===== config.mk =====
export PLATFORM = sky130hd
export DESIGN_NAME = touch_sample_qualifier_box_filter_flat
export DESIGN_NICKNAME = d
export VERILOG_FILES = /design/src/design/tsq_pkg.sv /design/src/design/tsq_if.sv /design/src/design/tsq_cell.sv /design/src/design/tsq_window.sv /design/src/design/tsq_qualifier.sv /design/src/design/touch_sample_qualifier_box_filter.sv /design/src/flat_wrapper.sv
export SDC_FILE = /design/constraint.sdc
export NUM_CORES = 2
export LEC_CHECK = 0
export BUFFER_PORTS_ARGS = -buffer_cell sky130_fd_sc_hd__buf_2
export CAP_MARGIN = 0
export CORE_ASPECT_RATIO = 1.75
export CORE_MARGIN = 2
export CORE_UTILIZATION = 56
export CTS_CLUSTER_DIAMETER = 40
export DETAILED_ROUTE_END_ITERATION = 16
export GPL_TIMING_DRIVEN = 0
export PLACE_DENSITY = 0.76
export SLEW_MARGIN = 10
export SYNTH_ARGS = -nofsm -noshare
export SYNTH_HDL_FRONTEND = slang
export SYNTH_SLANG_ARGS = --single-unit
export TNS_END_PERCENT = 50

===== constraint.sdc =====
create_clock -name clk -period 5.05 [get_ports clk]
set_clock_uncertainty 0.05 [all_clocks]
set_input_delay 1.01 -clock clk [delete_from_list [all_inputs] [get_ports clk]]
set_output_delay 1.01 -clock clk [all_outputs]
set_load 0.02 [all_outputs]

===== src/design/tsq_pkg.sv =====
// Shared types and constants for the touch sample qualifier with box filter.
`default_nettype none

package tsq_pkg;

    // Field widths.
    localparam int LEVEL_W = 16;
    localparam int TIME_W  = 32;
    localparam int DELAY_W = 16;
    localparam int SUM_W   = 23;

    // Configuration port geometry.
    localparam int ADDR_W = 4;
    localparam int DATA_W = 32;

    // Register indexes (byte address divided by four).
    localparam logic [1:0] REG_MIN_VALID_TOUCH   = 2'd0;
    localparam logic [1:0] REG_MAX_VALID_TOUCH   = 2'd1;
    localparam logic [1:0] REG_VALIDITY_DELAY_MS = 2'd2;

    // Register reset values.
    localparam logic [LEVEL_W-1:0] MIN_VALID_RESET = 16'd0;
    localparam logic [LEVEL_W-1:0] MAX_VALID_RESET = 16'hFFFF;
    localparam logic [DELAY_W-1:0] DELAY_RESET     = 16'd250;

    // Gate level that marks a frame to be ignored.
    localparam logic [LEVEL_W-1:0] GATE_IGNORE = 16'hFFFF;

    // Configuration handed to the qualifier.
    typedef struct packed {
        logic [LEVEL_W-1:0] min_valid_touch;
        logic [LEVEL_W-1:0] max_valid_touch;
        logic [DELAY_W-1:0] validity_delay_ms;
    } cfg_t;

    // Qualifier status after the current update.
    typedef struct packed {
        logic [LEVEL_W-1:0] touch_level;
        logic               sensor_valid;
        logic               deadline_pending;
    } qual_status_t;

    // One result as it waits in the output buffer.
    typedef struct packed {
        logic [LEVEL_W-1:0] touch_level;
        logic [SUM_W-1:0]   window_sum;
        logic               sensor_valid;
        logic               deadline_pending;
    } result_t;

endpackage

`default_nettype wire


===== src/design/tsq_if.sv =====
// Valid/ready channel interfaces for sensor frames and results.
`default_nettype none

interface tsq_frame_if;
    logic                         valid;
    logic                         ready;
    logic [tsq_pkg::LEVEL_W-1:0]  gate_level;
    logic [tsq_pkg::LEVEL_W-1:0]  touch_raw;
    logic                         on_charger;
    logic [tsq_pkg::TIME_W-1:0]   now_ms;

    modport source (output valid, gate_level, touch_raw, on_charger, now_ms, input ready);
    modport sink   (input valid, gate_level, touch_raw, on_charger, now_ms, output ready);
endinterface

interface tsq_result_if;
    logic                         valid;
    logic                         ready;
    logic [tsq_pkg::LEVEL_W-1:0]  touch_level;
    logic [tsq_pkg::SUM_W-1:0]    window_sum;
    logic                         sensor_valid;
    logic                         deadline_pending;

    modport source (output valid, touch_level, window_sum, sensor_valid, deadline_pending,
                    input ready);
    modport sink   (input valid, touch_level, window_sum, sensor_valid, deadline_pending,
                    output ready);
endinterface

`default_nettype wire


===== src/design/tsq_cell.sv =====
// One window cell: holds a sample and passes it to its neighbor on each shift.
`default_nettype none

module tsq_cell (
    input  wire logic                        clk,
    input  wire logic                        rst_n,
    input  wire logic                        shift,
    input  wire logic [tsq_pkg::LEVEL_W-1:0] d,
    output logic      [tsq_pkg::LEVEL_W-1:0] q
);

    logic [tsq_pkg::LEVEL_W-1:0] sample_reg;
    logic [tsq_pkg::LEVEL_W-1:0] sample_next;

    // Take the neighbor's sample on a shift, otherwise hold.
    always_comb
    begin
        sample_next = shift ? d : sample_reg;
    end

    // The window starts cleared.
    always_ff @(posedge clk or negedge rst_n)
    begin
        if (!rst_n)
        begin
            sample_reg <= '0;
        end
        else
        begin
            sample_reg <= sample_next;
        end
    end

    assign q = sample_reg;

endmodule

`default_nettype wire


===== src/design/tsq_window.sv =====
// Box filter window: a chain of cells with a running sum over its contents.
`default_nettype none

module tsq_window #(
    parameter int WINDOW_LEN = 80
) (
    input  wire logic                        clk,
    input  wire logic                        rst_n,
    input  wire logic                        shift,
    input  wire logic [tsq_pkg::LEVEL_W-1:0] sample,
    output logic      [tsq_pkg::SUM_W-1:0]   sum_next
);

    logic [tsq_pkg::LEVEL_W-1:0] tap [WINDOW_LEN];
    logic [tsq_pkg::SUM_W-1:0]   sum_reg;

    // The chain: the first cell takes the new sample, each later cell its neighbor's.
    for (genvar i = 0; i < WINDOW_LEN; i++)
    begin : g_cell
        if (i == 0)
        begin : g_head
            tsq_cell u_cell (
                .clk   (clk),
                .rst_n (rst_n),
                .shift (shift),
                .d     (sample),
                .q     (tap[i])
            );
        end
        else
        begin : g_body
            tsq_cell u_cell (
                .clk   (clk),
                .rst_n (rst_n),
                .shift (shift),
                .d     (tap[i-1]),
                .q     (tap[i])
            );
        end
    end

    // The last cell holds the oldest sample, which leaves the window on a shift.
    always_comb
    begin
        if (shift)
        begin
            sum_next = sum_reg - tsq_pkg::SUM_W'(tap[WINDOW_LEN-1])
                               + tsq_pkg::SUM_W'(sample);
        end
        else
        begin
            sum_next = sum_reg;
        end
    end

    // Running sum, kept modulo two to the sum width.
    always_ff @(posedge clk or negedge rst_n)
    begin
        if (!rst_n)
        begin
            sum_reg <= '0;
        end
        else
        begin
            sum_reg <= sum_next;
        end
    end

endmodule

`default_nettype wire


===== src/design/tsq_qualifier.sv =====
// Range check, invalidation deadline and sticky invalid flag.
`default_nettype none

module tsq_qualifier (
    input  wire logic                        clk,
    input  wire logic                        rst_n,
    input  wire logic                        step,
    input  wire logic [tsq_pkg::LEVEL_W-1:0] touch_raw,
    input  wire logic                        on_charger,
    input  wire logic [tsq_pkg::TIME_W-1:0]  now_ms,
    input  wire tsq_pkg::cfg_t               cfg,
    output tsq_pkg::qual_status_t            status_next
);

    logic [tsq_pkg::LEVEL_W-1:0] level_reg;
    logic [tsq_pkg::LEVEL_W-1:0] level_next;
    logic [tsq_pkg::TIME_W-1:0]  deadline_reg;
    logic [tsq_pkg::TIME_W-1:0]  deadline_next;
    logic                        invalid_reg;
    logic                        invalid_next;

    logic                        out_of_range;
    logic [tsq_pkg::TIME_W-1:0]  armed_time;
    logic [tsq_pkg::TIME_W-1:0]  deadline_mid;

    // Arm on an out-of-range level off the charger, cancel on the charger,
    // and fire once the time is strictly past the deadline.
    always_comb
    begin
        out_of_range = (touch_raw < cfg.min_valid_touch) || (touch_raw > cfg.max_valid_touch);
        armed_time   = now_ms + tsq_pkg::TIME_W'(cfg.validity_delay_ms);

        if (on_charger)
        begin
            deadline_mid = '0;
        end
        else if (out_of_range && (deadline_reg == '0))
        begin
            deadline_mid = armed_time;
        end
        else
        begin
            deadline_mid = deadline_reg;
        end

        level_next    = level_reg;
        deadline_next = deadline_reg;
        invalid_next  = invalid_reg;
        if (step)
        begin
            level_next = touch_raw;
            if ((deadline_mid != '0) && (now_ms > deadline_mid))
            begin
                deadline_next = '0;
                invalid_next  = 1'b1;
            end
            else
            begin
                deadline_next = deadline_mid;
            end
        end
    end

    always_ff @(posedge clk or negedge rst_n)
    begin
        if (!rst_n)
        begin
            level_reg    <= '0;
            deadline_reg <= '0;
            invalid_reg  <= 1'b0;
        end
        else
        begin
            level_reg    <= level_next;
            deadline_reg <= deadline_next;
            invalid_reg  <= invalid_next;
        end
    end

    // Status after this update, for the result of the current request.
    always_comb
    begin
        status_next.touch_level      = level_next;
        status_next.sensor_valid     = !invalid_next;
        status_next.deadline_pending = (deadline_next != '0);
    end

endmodule

`default_nettype wire


===== src/design/touch_sample_qualifier_box_filter.sv =====
// Top level: configuration registers, qualifier, box filter window and output buffer.
//
// Usage:
//   frames  - sensor frame requests (gate_level, touch_raw, on_charger, now_ms) on a
//             valid/ready sink; a request is taken when valid and ready are both high.
//   results - one result request per frame (touch_level, window_sum, sensor_valid,
//             deadline_pending) on a valid/ready source.
//   APB     - three 16-bit registers at byte addresses 0, 4 and 8: min_valid_touch,
//             max_valid_touch, validity_delay_ms. pready is always high; write only
//             while no frame is in flight.
// A frame's result is valid in the cycle after it is taken unless earlier results wait.
// One frame per cycle is taken while ready is high; the window is a chain of WINDOW_LEN
// cells that all shift together on every frame that is not ignored, so the oldest sample
// is always at the end of the chain and the running sum needs one add and one subtract.
// Results go to a two-entry output buffer; ready stays high while one result waits,
// and drops only when both entries are full because the receiver stalls.
// Reset clears the window cells, the running sum, the deadline and the invalid flag
// and loads the register reset values; no clearing pass is needed.
`default_nettype none

module touch_sample_qualifier_box_filter #(
    parameter int WINDOW_LEN = 80
) (
    input  wire logic                         clk,
    input  wire logic                         rst_n,
    tsq_frame_if.sink                         frames,
    tsq_result_if.source                      results,
    input  wire logic                         psel,
    input  wire logic                         penable,
    input  wire logic                         pwrite,
    input  wire logic [tsq_pkg::ADDR_W-1:0]   paddr,
    input  wire logic [tsq_pkg::DATA_W-1:0]   pwdata,
    output logic      [tsq_pkg::DATA_W-1:0]   prdata,
    output logic                              pready
);

    tsq_pkg::cfg_t           cfg_reg;
    tsq_pkg::cfg_t           cfg_next;
    logic [1:0]              reg_index;
    logic                    cfg_write;

    logic                    accept;
    logic                    shift;
    tsq_pkg::qual_status_t   status_next;
    logic [tsq_pkg::SUM_W-1:0] sum_next;
    tsq_pkg::result_t        result_new;

    tsq_pkg::result_t        buf0_reg;
    tsq_pkg::result_t        buf0_next;
    tsq_pkg::result_t        buf1_reg;
    tsq_pkg::result_t        buf1_next;
    logic [1:0]              count_reg;
    logic [1:0]              count_next;
    logic                    pop;

    // Configuration write decode.
    assign pready    = 1'b1;
    assign reg_index = paddr[3:2];
    assign cfg_write = psel && penable && pwrite;

    always_comb
    begin
        cfg_next = cfg_reg;
        if (cfg_write)
        begin
            case (reg_index)
                tsq_pkg::REG_MIN_VALID_TOUCH:
                    cfg_next.min_valid_touch = pwdata[tsq_pkg::LEVEL_W-1:0];
                tsq_pkg::REG_MAX_VALID_TOUCH:
                    cfg_next.max_valid_touch = pwdata[tsq_pkg::LEVEL_W-1:0];
                tsq_pkg::REG_VALIDITY_DELAY_MS:
                    cfg_next.validity_delay_ms = pwdata[tsq_pkg::DELAY_W-1:0];
                default:
                    cfg_next = cfg_reg;
            endcase
        end
    end

    always_ff @(posedge clk or negedge rst_n)
    begin
        if (!rst_n)
        begin
            cfg_reg.min_valid_touch   <= tsq_pkg::MIN_VALID_RESET;
            cfg_reg.max_valid_touch   <= tsq_pkg::MAX_VALID_RESET;
            cfg_reg.validity_delay_ms <= tsq_pkg::DELAY_RESET;
        end
        else
        begin
            cfg_reg <= cfg_next;
        end
    end

    // Register read back.
    always_comb
    begin
        case (reg_index)
            tsq_pkg::REG_MIN_VALID_TOUCH:
                prdata = tsq_pkg::DATA_W'(cfg_reg.min_valid_touch);
            tsq_pkg::REG_MAX_VALID_TOUCH:
                prdata = tsq_pkg::DATA_W'(cfg_reg.max_valid_touch);
            tsq_pkg::REG_VALIDITY_DELAY_MS:
                prdata = tsq_pkg::DATA_W'(cfg_reg.validity_delay_ms);
            default:
                prdata = '0;
        endcase
    end

    // Frame acceptance; ignored frames still produce a result but change nothing.
    assign frames.ready = (count_reg != 2'd2);
    assign accept       = frames.valid && frames.ready;
    assign shift        = accept && (frames.gate_level != tsq_pkg::GATE_IGNORE);

    tsq_qualifier u_qualifier (
        .clk         (clk),
        .rst_n       (rst_n),
        .step        (shift),
        .touch_raw   (frames.touch_raw),
        .on_charger  (frames.on_charger),
        .now_ms      (frames.now_ms),
        .cfg         (cfg_reg),
        .status_next (status_next)
    );

    tsq_window #(
        .WINDOW_LEN (WINDOW_LEN)
    ) u_window (
        .clk      (clk),
        .rst_n    (rst_n),
        .shift    (shift),
        .sample   (frames.touch_raw),
        .sum_next (sum_next)
    );

    always_comb
    begin
        result_new.touch_level      = status_next.touch_level;
        result_new.window_sum       = sum_next;
        result_new.sensor_valid     = status_next.sensor_valid;
        result_new.deadline_pending = status_next.deadline_pending;
    end

    // Two-entry output buffer; entry zero is the head.
    assign pop = results.valid && results.ready;

    always_comb
    begin
        buf0_next  = buf0_reg;
        buf1_next  = buf1_reg;
        count_next = count_reg;
        if (pop)
        begin
            buf0_next = buf1_reg;
        end
        if (accept)
        begin
            if ((count_reg == 2'd0) || ((count_reg == 2'd1) && pop))
            begin
                buf0_next = result_new;
            end
            else
            begin
                buf1_next = result_new;
            end
        end
        if (accept && !pop)
        begin
            count_next = count_reg + 2'd1;
        end
        else if (pop && !accept)
        begin
            count_next = count_reg - 2'd1;
        end
    end

    always_ff @(posedge clk or negedge rst_n)
    begin
        if (!rst_n)
        begin
            count_reg <= 2'd0;
        end
        else
        begin
            count_reg <= count_next;
        end
    end

    always_ff @(posedge clk)
    begin
        buf0_reg <= buf0_next;
        buf1_reg <= buf1_next;
    end

    assign results.valid            = (count_reg != 2'd0);
    assign results.touch_level      = buf0_reg.touch_level;
    assign results.window_sum       = buf0_reg.window_sum;
    assign results.sensor_valid     = buf0_reg.sensor_valid;
    assign results.deadline_pending = buf0_reg.deadline_pending;

endmodule

`default_nettype wire


===== src/flat_wrapper.sv =====
// flat-port wrapper written by rule: the top's interface ports become plain ports
module touch_sample_qualifier_box_filter_flat 
#(
    parameter int WINDOW_LEN = 80
)
  (clk, rst_n, psel, penable, pwrite, paddr, pwdata, prdata, pready, frames_valid, frames_gate_level, frames_touch_raw, frames_on_charger, frames_now_ms, frames_ready, results_valid, results_touch_level, results_window_sum, results_sensor_valid, results_deadline_pending, results_ready);
  tsq_frame_if frames_i ();
  tsq_result_if results_i ();
  input  wire logic clk;
  input  wire logic rst_n;
  input  wire logic psel;
  input  wire logic penable;
  input  wire logic pwrite;
  input  wire logic [tsq_pkg::ADDR_W-1:0] paddr;
  input  wire logic [tsq_pkg::DATA_W-1:0] pwdata;
  output logic      [tsq_pkg::DATA_W-1:0] prdata;
  output logic pready;
  input wire logic [$bits(frames_i.valid)-1:0] frames_valid;
  input wire logic [$bits(frames_i.gate_level)-1:0] frames_gate_level;
  input wire logic [$bits(frames_i.touch_raw)-1:0] frames_touch_raw;
  input wire logic [$bits(frames_i.on_charger)-1:0] frames_on_charger;
  input wire logic [$bits(frames_i.now_ms)-1:0] frames_now_ms;
  output wire logic [$bits(frames_i.ready)-1:0] frames_ready;
  output wire logic [$bits(results_i.valid)-1:0] results_valid;
  output wire logic [$bits(results_i.touch_level)-1:0] results_touch_level;
  output wire logic [$bits(results_i.window_sum)-1:0] results_window_sum;
  output wire logic [$bits(results_i.sensor_valid)-1:0] results_sensor_valid;
  output wire logic [$bits(results_i.deadline_pending)-1:0] results_deadline_pending;
  input wire logic [$bits(results_i.ready)-1:0] results_ready;
  assign frames_i.valid = frames_valid;
  assign frames_i.gate_level = frames_gate_level;
  assign frames_i.touch_raw = frames_touch_raw;
  assign frames_i.on_charger = frames_on_charger;
  assign frames_i.now_ms = frames_now_ms;
  assign frames_ready = frames_i.ready;
  assign results_valid = results_i.valid;
  assign results_touch_level = results_i.touch_level;
  assign results_window_sum = results_i.window_sum;
  assign results_sensor_valid = results_i.sensor_valid;
  assign results_deadline_pending = results_i.deadline_pending;
  assign results_i.ready = results_ready;
  touch_sample_qualifier_box_filter #(.WINDOW_LEN(WINDOW_LEN)) u_core (.clk(clk), .rst_n(rst_n), .frames(frames_i), .results(results_i), .psel(psel), .penable(penable), .pwrite(pwrite), .paddr(paddr), .pwdata(pwdata), .prdata(prdata), .pready(pready));
endmodule

# Word level (Yosys, flattened, before mapping)
# Index checks and enable logic that the tools add are counted.
# word_totals
register_bits,1484
elab_cells,150
input_bits,108
# op_classes
n_eq_ne,5
reduce_logical,26
bitwise_logic,1
n_lt_le_gt_ge,3
add_sub_neg,5
muxes,14
# op_table
cell,n
two-way mux 32 bit,4
two-way mux 41 bit,3
nonzero test 32 bit,2
case mux 16 bit (3 select lines),1
adder 32 x 16 -> 32 bit,1
> comparator 32 bit,1
zero test 32 bit,1
adder 23 x 16 -> 23 bit,1
two-way mux 23 bit,1
subtractor 23 x 16 -> 23 bit,1
> comparator 16 bit,1
< comparator 16 bit,1
two-way mux 16 bit,1
"!= test 16 bit, second input constant",1
logical AND 1 bit,10
AND reduction 2 bit,4
"== test 2 x 1 -> 1 bit, second input constant",2
zero test 2 bit,2
two-way mux 2 bit,2
nonzero test 2 bit,2
zero test 1 bit,3
"adder 2 x 1 -> 2 bit, second input constant",1
"== test 2 bit, second input constant",1
logical OR 1 bit,2
4 further kinds,5

# Logic depth before layout (Yosys ltp)
# depth
depth_word,12
mapped_depth,25
mapped_depth_nobuf,23

# Hierarchy
# From an unflattened synthesis, not the netlist that was laid out.
# hier_totals
cells_unflattened,4090
area_unflattened_um2,65646.7
# by_module_without_submodules
module,cells_each,area_each_um2,instances,seq_area_each_um2
tsq_cell,34,649.4,80,400.4
touch_sample_qualifier_box_filter,377,5602.9,1,3330.7
tsq_qualifier,663,5449.0,1,1226.2
tsq_window,330,2645.0,1,575.6

# Least setup slack after synthesis
# OpenSTA, ideal clock, no wires.
# synth_timing
kind,input to register
startpoint,input frames_touch_raw[1]
endpoint,"register u_core.buf0_reg, in the netlist u_core.results.deadline_pending"
required_time_ps,4914
arrival_ps,5156
setup_slack_ps,-243
stages,23
n_path_buf,2
path_cell_list,ha_1 nor2b_1 o211ai_1 a2111oi_0 nor4b_1 o22ai_1 buf_4 nand2_4 clkbuf_1 nor2_1 o21ai_0 ha_1 and4_1 a21oi_1 a21boi_0 a311oi_1 o211ai_1 o21a_1 o21ai_0 o41a_1 or3_1 o32ai_1 a221oi_2
# synth_lines
element,line_no,source
"start, declared",flat_wrapper.sv:20,input wire logic [$bits(frames_i.touch_raw)-1:0] frames_touch_raw;
"end signal, assigned",touch_sample_qualifier_box_filter.sv:189,buf0_reg <= buf0_next;
"end, declared",touch_sample_qualifier_box_filter.sv:48,tsq_pkg::result_t buf0_reg;

==> flow_summary.yaml <==
cts:
  cts_tree: "yes"
  ctsHoldBuffers: 0
  clock_path_buffers: 3
  clock_sinks: 1484
  cts_max_level: 4
  clk_pin_slew_worst_paths_ps: 70
  clock_latency_ps: 760
  numCtsBuffers: 140
  cts_root_buf: "clkbuf_16"
final_layout:
  nets: 7386
  register_area_um2: 37200
  largest_register_ffs: 1264
  drive_gt1_share_pct: 8.47
  nFillCells: 8568
  area_growth_pct: 13.8
  multi_input_area_um2: 22200
drt:
  drt_wl_total_um: 133000
  first_pass_iters: 6
  detail-route-antenna-nets: 0
  route.detailed.drc: 0
  drt_iter0_markers: 3052
  viasPerCell: 5.11
  vias: 44200
  post_drt_wl_per_cell_um: 15.4
setup_path:
  worstPathArrival_ps: 5690
  r2r_slack_ps: -80
  slowest_stage: "dfstp_2"
  worstPathRequired_ps: 5610
  path_max_fanout: 5
  cpPeakStageDelay_ps: 540
  start_kind: "flop"
  crit_path_end_kind: "flop"
  crit_type: "flop to flop"
  worstSetupStartpoint: "u_core.cfg_reg[30]"
  worstReg2RegStart: "u_core.cfg_reg[30]"
  cp_cell_sequence: "inv_1 -> ha_4 -> nand4_1 -> a2111oi_4 -> nor4b_2 -> o22ai_2 -> buf_6 -> and2_4 -> buf_12 -> a21oi_1 -> or2_4 -> ha_1 -> o21a_1 -> o21ai_1 -> nand2b_1 -> a311oi_2 -> o211ai_1 -> o21a_2 -> o21ai_4 -> o41a_1 -> buf_4 -> buf_4 -> a21oi_1 -> o21ai_1"
pwr:
  peakVddDrop_mv: 0.384
  power_leakage_nw: 38.0
  pwr_density_cell_nw_per_um2: 527
  p_total_mw: 36.5
synth:
  synth_edf_count: 41
  postSynthAreaPerCell_um2: 8.92
  synth_cell_types: 90
  synth_top_cell_by_area: "dfrtp_1"
  synthFlopType: "dfrtp_1"
  yosysSeqAreaShare_pct: 61.1
  ys_async_sr_fraction_pct: 94.5
  yosysWarnings: 0
  synth_top_area_share_pct: 56.8
  ys_seq_elements: 1484
  synthesis.area_um2: 60800
  synth_cells: 6810
  ys_top_cells_by_area: "dfrtp_1 (57%), nand2_1 (25%), ha_1 (2.2%)"
grt:
  antenna_found_initial: 4
  grt_start_max_net_pins: 170
  grt_use_total_pct: 24.7
  grt_pass1_vias: 45100
  grt_first_pass_wirelength_um: 222000
  grt-ovfl-total: 0
timing:
  hold_viol: 0
  final.min_clock_period_ps: 5130
  worst_pin_slew_ps: 1300
  postLayoutSetupSlackWorst_ps: -80.2
  grt_setup_unrepaired: "yes"
  fin_crit_sh_pct: 102
  fin_hold_ws_ps: 294
  fmax_mhz: 195
  slew_headroom_pct: 13.6
  report.final.slew_viol_count: 0
  setup_violations: 2
die:
  die_h_um: 440
  die_w_um: 253
  coreArea_um2: 107000
  initial_core_util_pct: 56.6
  ios: 184
  die_area_um2: 111000
  placementRows: 159
worst_hold_path:
  hp-class: "input pin to async pin"
placed_design:
  io_buffers: 147
  place.gp.congestion: 0.971
  place_hpwl_um: 91500
run:
  maxCapViolations: 0
outcome:
  failed_checks: "negative setup slack"
  status: "finished with violations"
[final timing paths]
check	endpoint	cells after the start
max reg2reg	u_core.buf1_reg[0]	24
min reg2reg	u_core.u_window.g_cell[34].g_body.u_cell.q[7]	2
max	u_core.buf1_reg[0]	24
max in group asynchronous	u_core.u_window.g_cell[31].g_body.u_cell.q[2]	5
min in group clk	u_core.u_window.g_cell[34].g_body.u_cell.q[7]	2
min	u_core.u_qualifier.deadline_reg[14]	2
[metrics by stage]
step                      area, um2  cells  utilization, %  setup TNS [ps]  worst slack, ps
after detailed placement      63600   8351            59.2          -40130            -1410
after floorplan               60900   6825               -               0             56.1
after global placement        63300   8340            58.9               -           -26690
after CTS                     68600   8623            63.9               0             3.37
after global routing          69200   8640            64.4           -3930             -268
final                         69200   8643            64.4            -155            -80.2
[metal layers]
| metal | track usage, % | up-vias | wire length (um) |
|---|---|---|---|
| li1 | - | 21800 | - |
| met2 | 45.0 | 863 | 69200 |
| met1 | 27.7 | 21100 | 51300 |
| met5 | 0 | - | 22 |
| met3 | 4.31 | 368 | 5660 |
| met4 | 12.1 | 4 | 6930 |
[cell families (layout without fill, tap and decap cells)]
group,after synthesis,count (layout),synth area share (%)
multiplexers,90,90,1.55
AO/OA/AOI/OAI,334,334,3.76
other,2,20,0.0124
buffers and inverters,481,928,3.21
AND/OR/NAND/NOR,4245,4245,26.8
XOR/XNOR,51,51,0.735
adder cells (fa/ha/maj),123,123,2.74
flip-flops,1484,1484,61.1
[placed cells by master (no fill, tap or decap), types with 21 or more instances in the layout]
| master | Yosys | final |
|---|---|---|
| dfrtp_1 | 1380 | 1379 |
| nor2_1 | 60 | 55 |
| xnor2_1 | 31 | 28 |
| dfstp_2 | 22 | 22 |
| a21oi_1 | 67 | 65 |
| nand2_1 | 4037 | 4035 |
| edfxtp_1 | 41 | 41 |
| dfxtp_1 | 41 | 41 |
| buf_2 | 3 | 148 |
| nand3_1 | 22 | 22 |
| buf_4 | 18 | 41 |
| ha_1 | 106 | 99 |
| clkbuf_1 | 314 | 341 |
| clkbuf_16 | 0 | 143 |
| inv_1 | 126 | 125 |
| o21ai_0 | 138 | 124 |
| mux2i_1 | 57 | 57 |
| mux2_2 | 33 | 33 |
| nand4_1 | 21 | 21 |
[power breakdown]
| part | internal, mW | switching (mW) | total (mW) | leakage (nW) |
|---|---|---|---|---|
| combinational | 3.51 | 6.90 | 10.4 | 15.7 |
| sequential | 14.0 | 1.13 | 15.2 | 19.9 |
| clock | 6.21 | 4.69 | 10.9 | 2.35 |
| total | 23.8 | 12.7 | 36.5 | 38.0 |
[area by class of cell]
type | instances | area share (%)
clock inverter | 69 | 1.28
buffer | 354 | 2.20
tap | 1368 | 2.47
inverter | 126 | 0.684
sequential | 1484 | 53.7
multi-input combinational | 4860 | 32.0
timing repair buffer | 189 | 1.95
clock buffer | 190 | 5.66
antenna | 3 | 0.0109
[critical path: cells and delay by family (launching register included)]
kind / cells / cell delay (ps)
buf+inv: 5 / 620
simple gates: 5 / 930
compound gates: 12 / 2240
fa+ha+maj: 2 / 580
flops: 1 / 540
[synthesized netlist by cell type, types with 21 or more instances]
library cell,number
ha_1,106
mux2i_1,57
mux2_2,33
o21ai_0,138
a21oi_1,67
xnor2_1,31
nor2_1,60
nand4_1,21
nand2_1,4037
nand3_1,22
dfxtp_1,41
clkbuf_1,314
edfxtp_1,41
dfrtp_1,1380
dfstp_2,22
inv_1,126
[timing repair]
action	4_1_cts	5_1_grt
pin swaps	9	30
setup endpoints to repair	37	31
cloned	0	1
resized for setup	24	71
buffers inserted	13	17
Note: power is estimated with default switching activity, not from simulation.
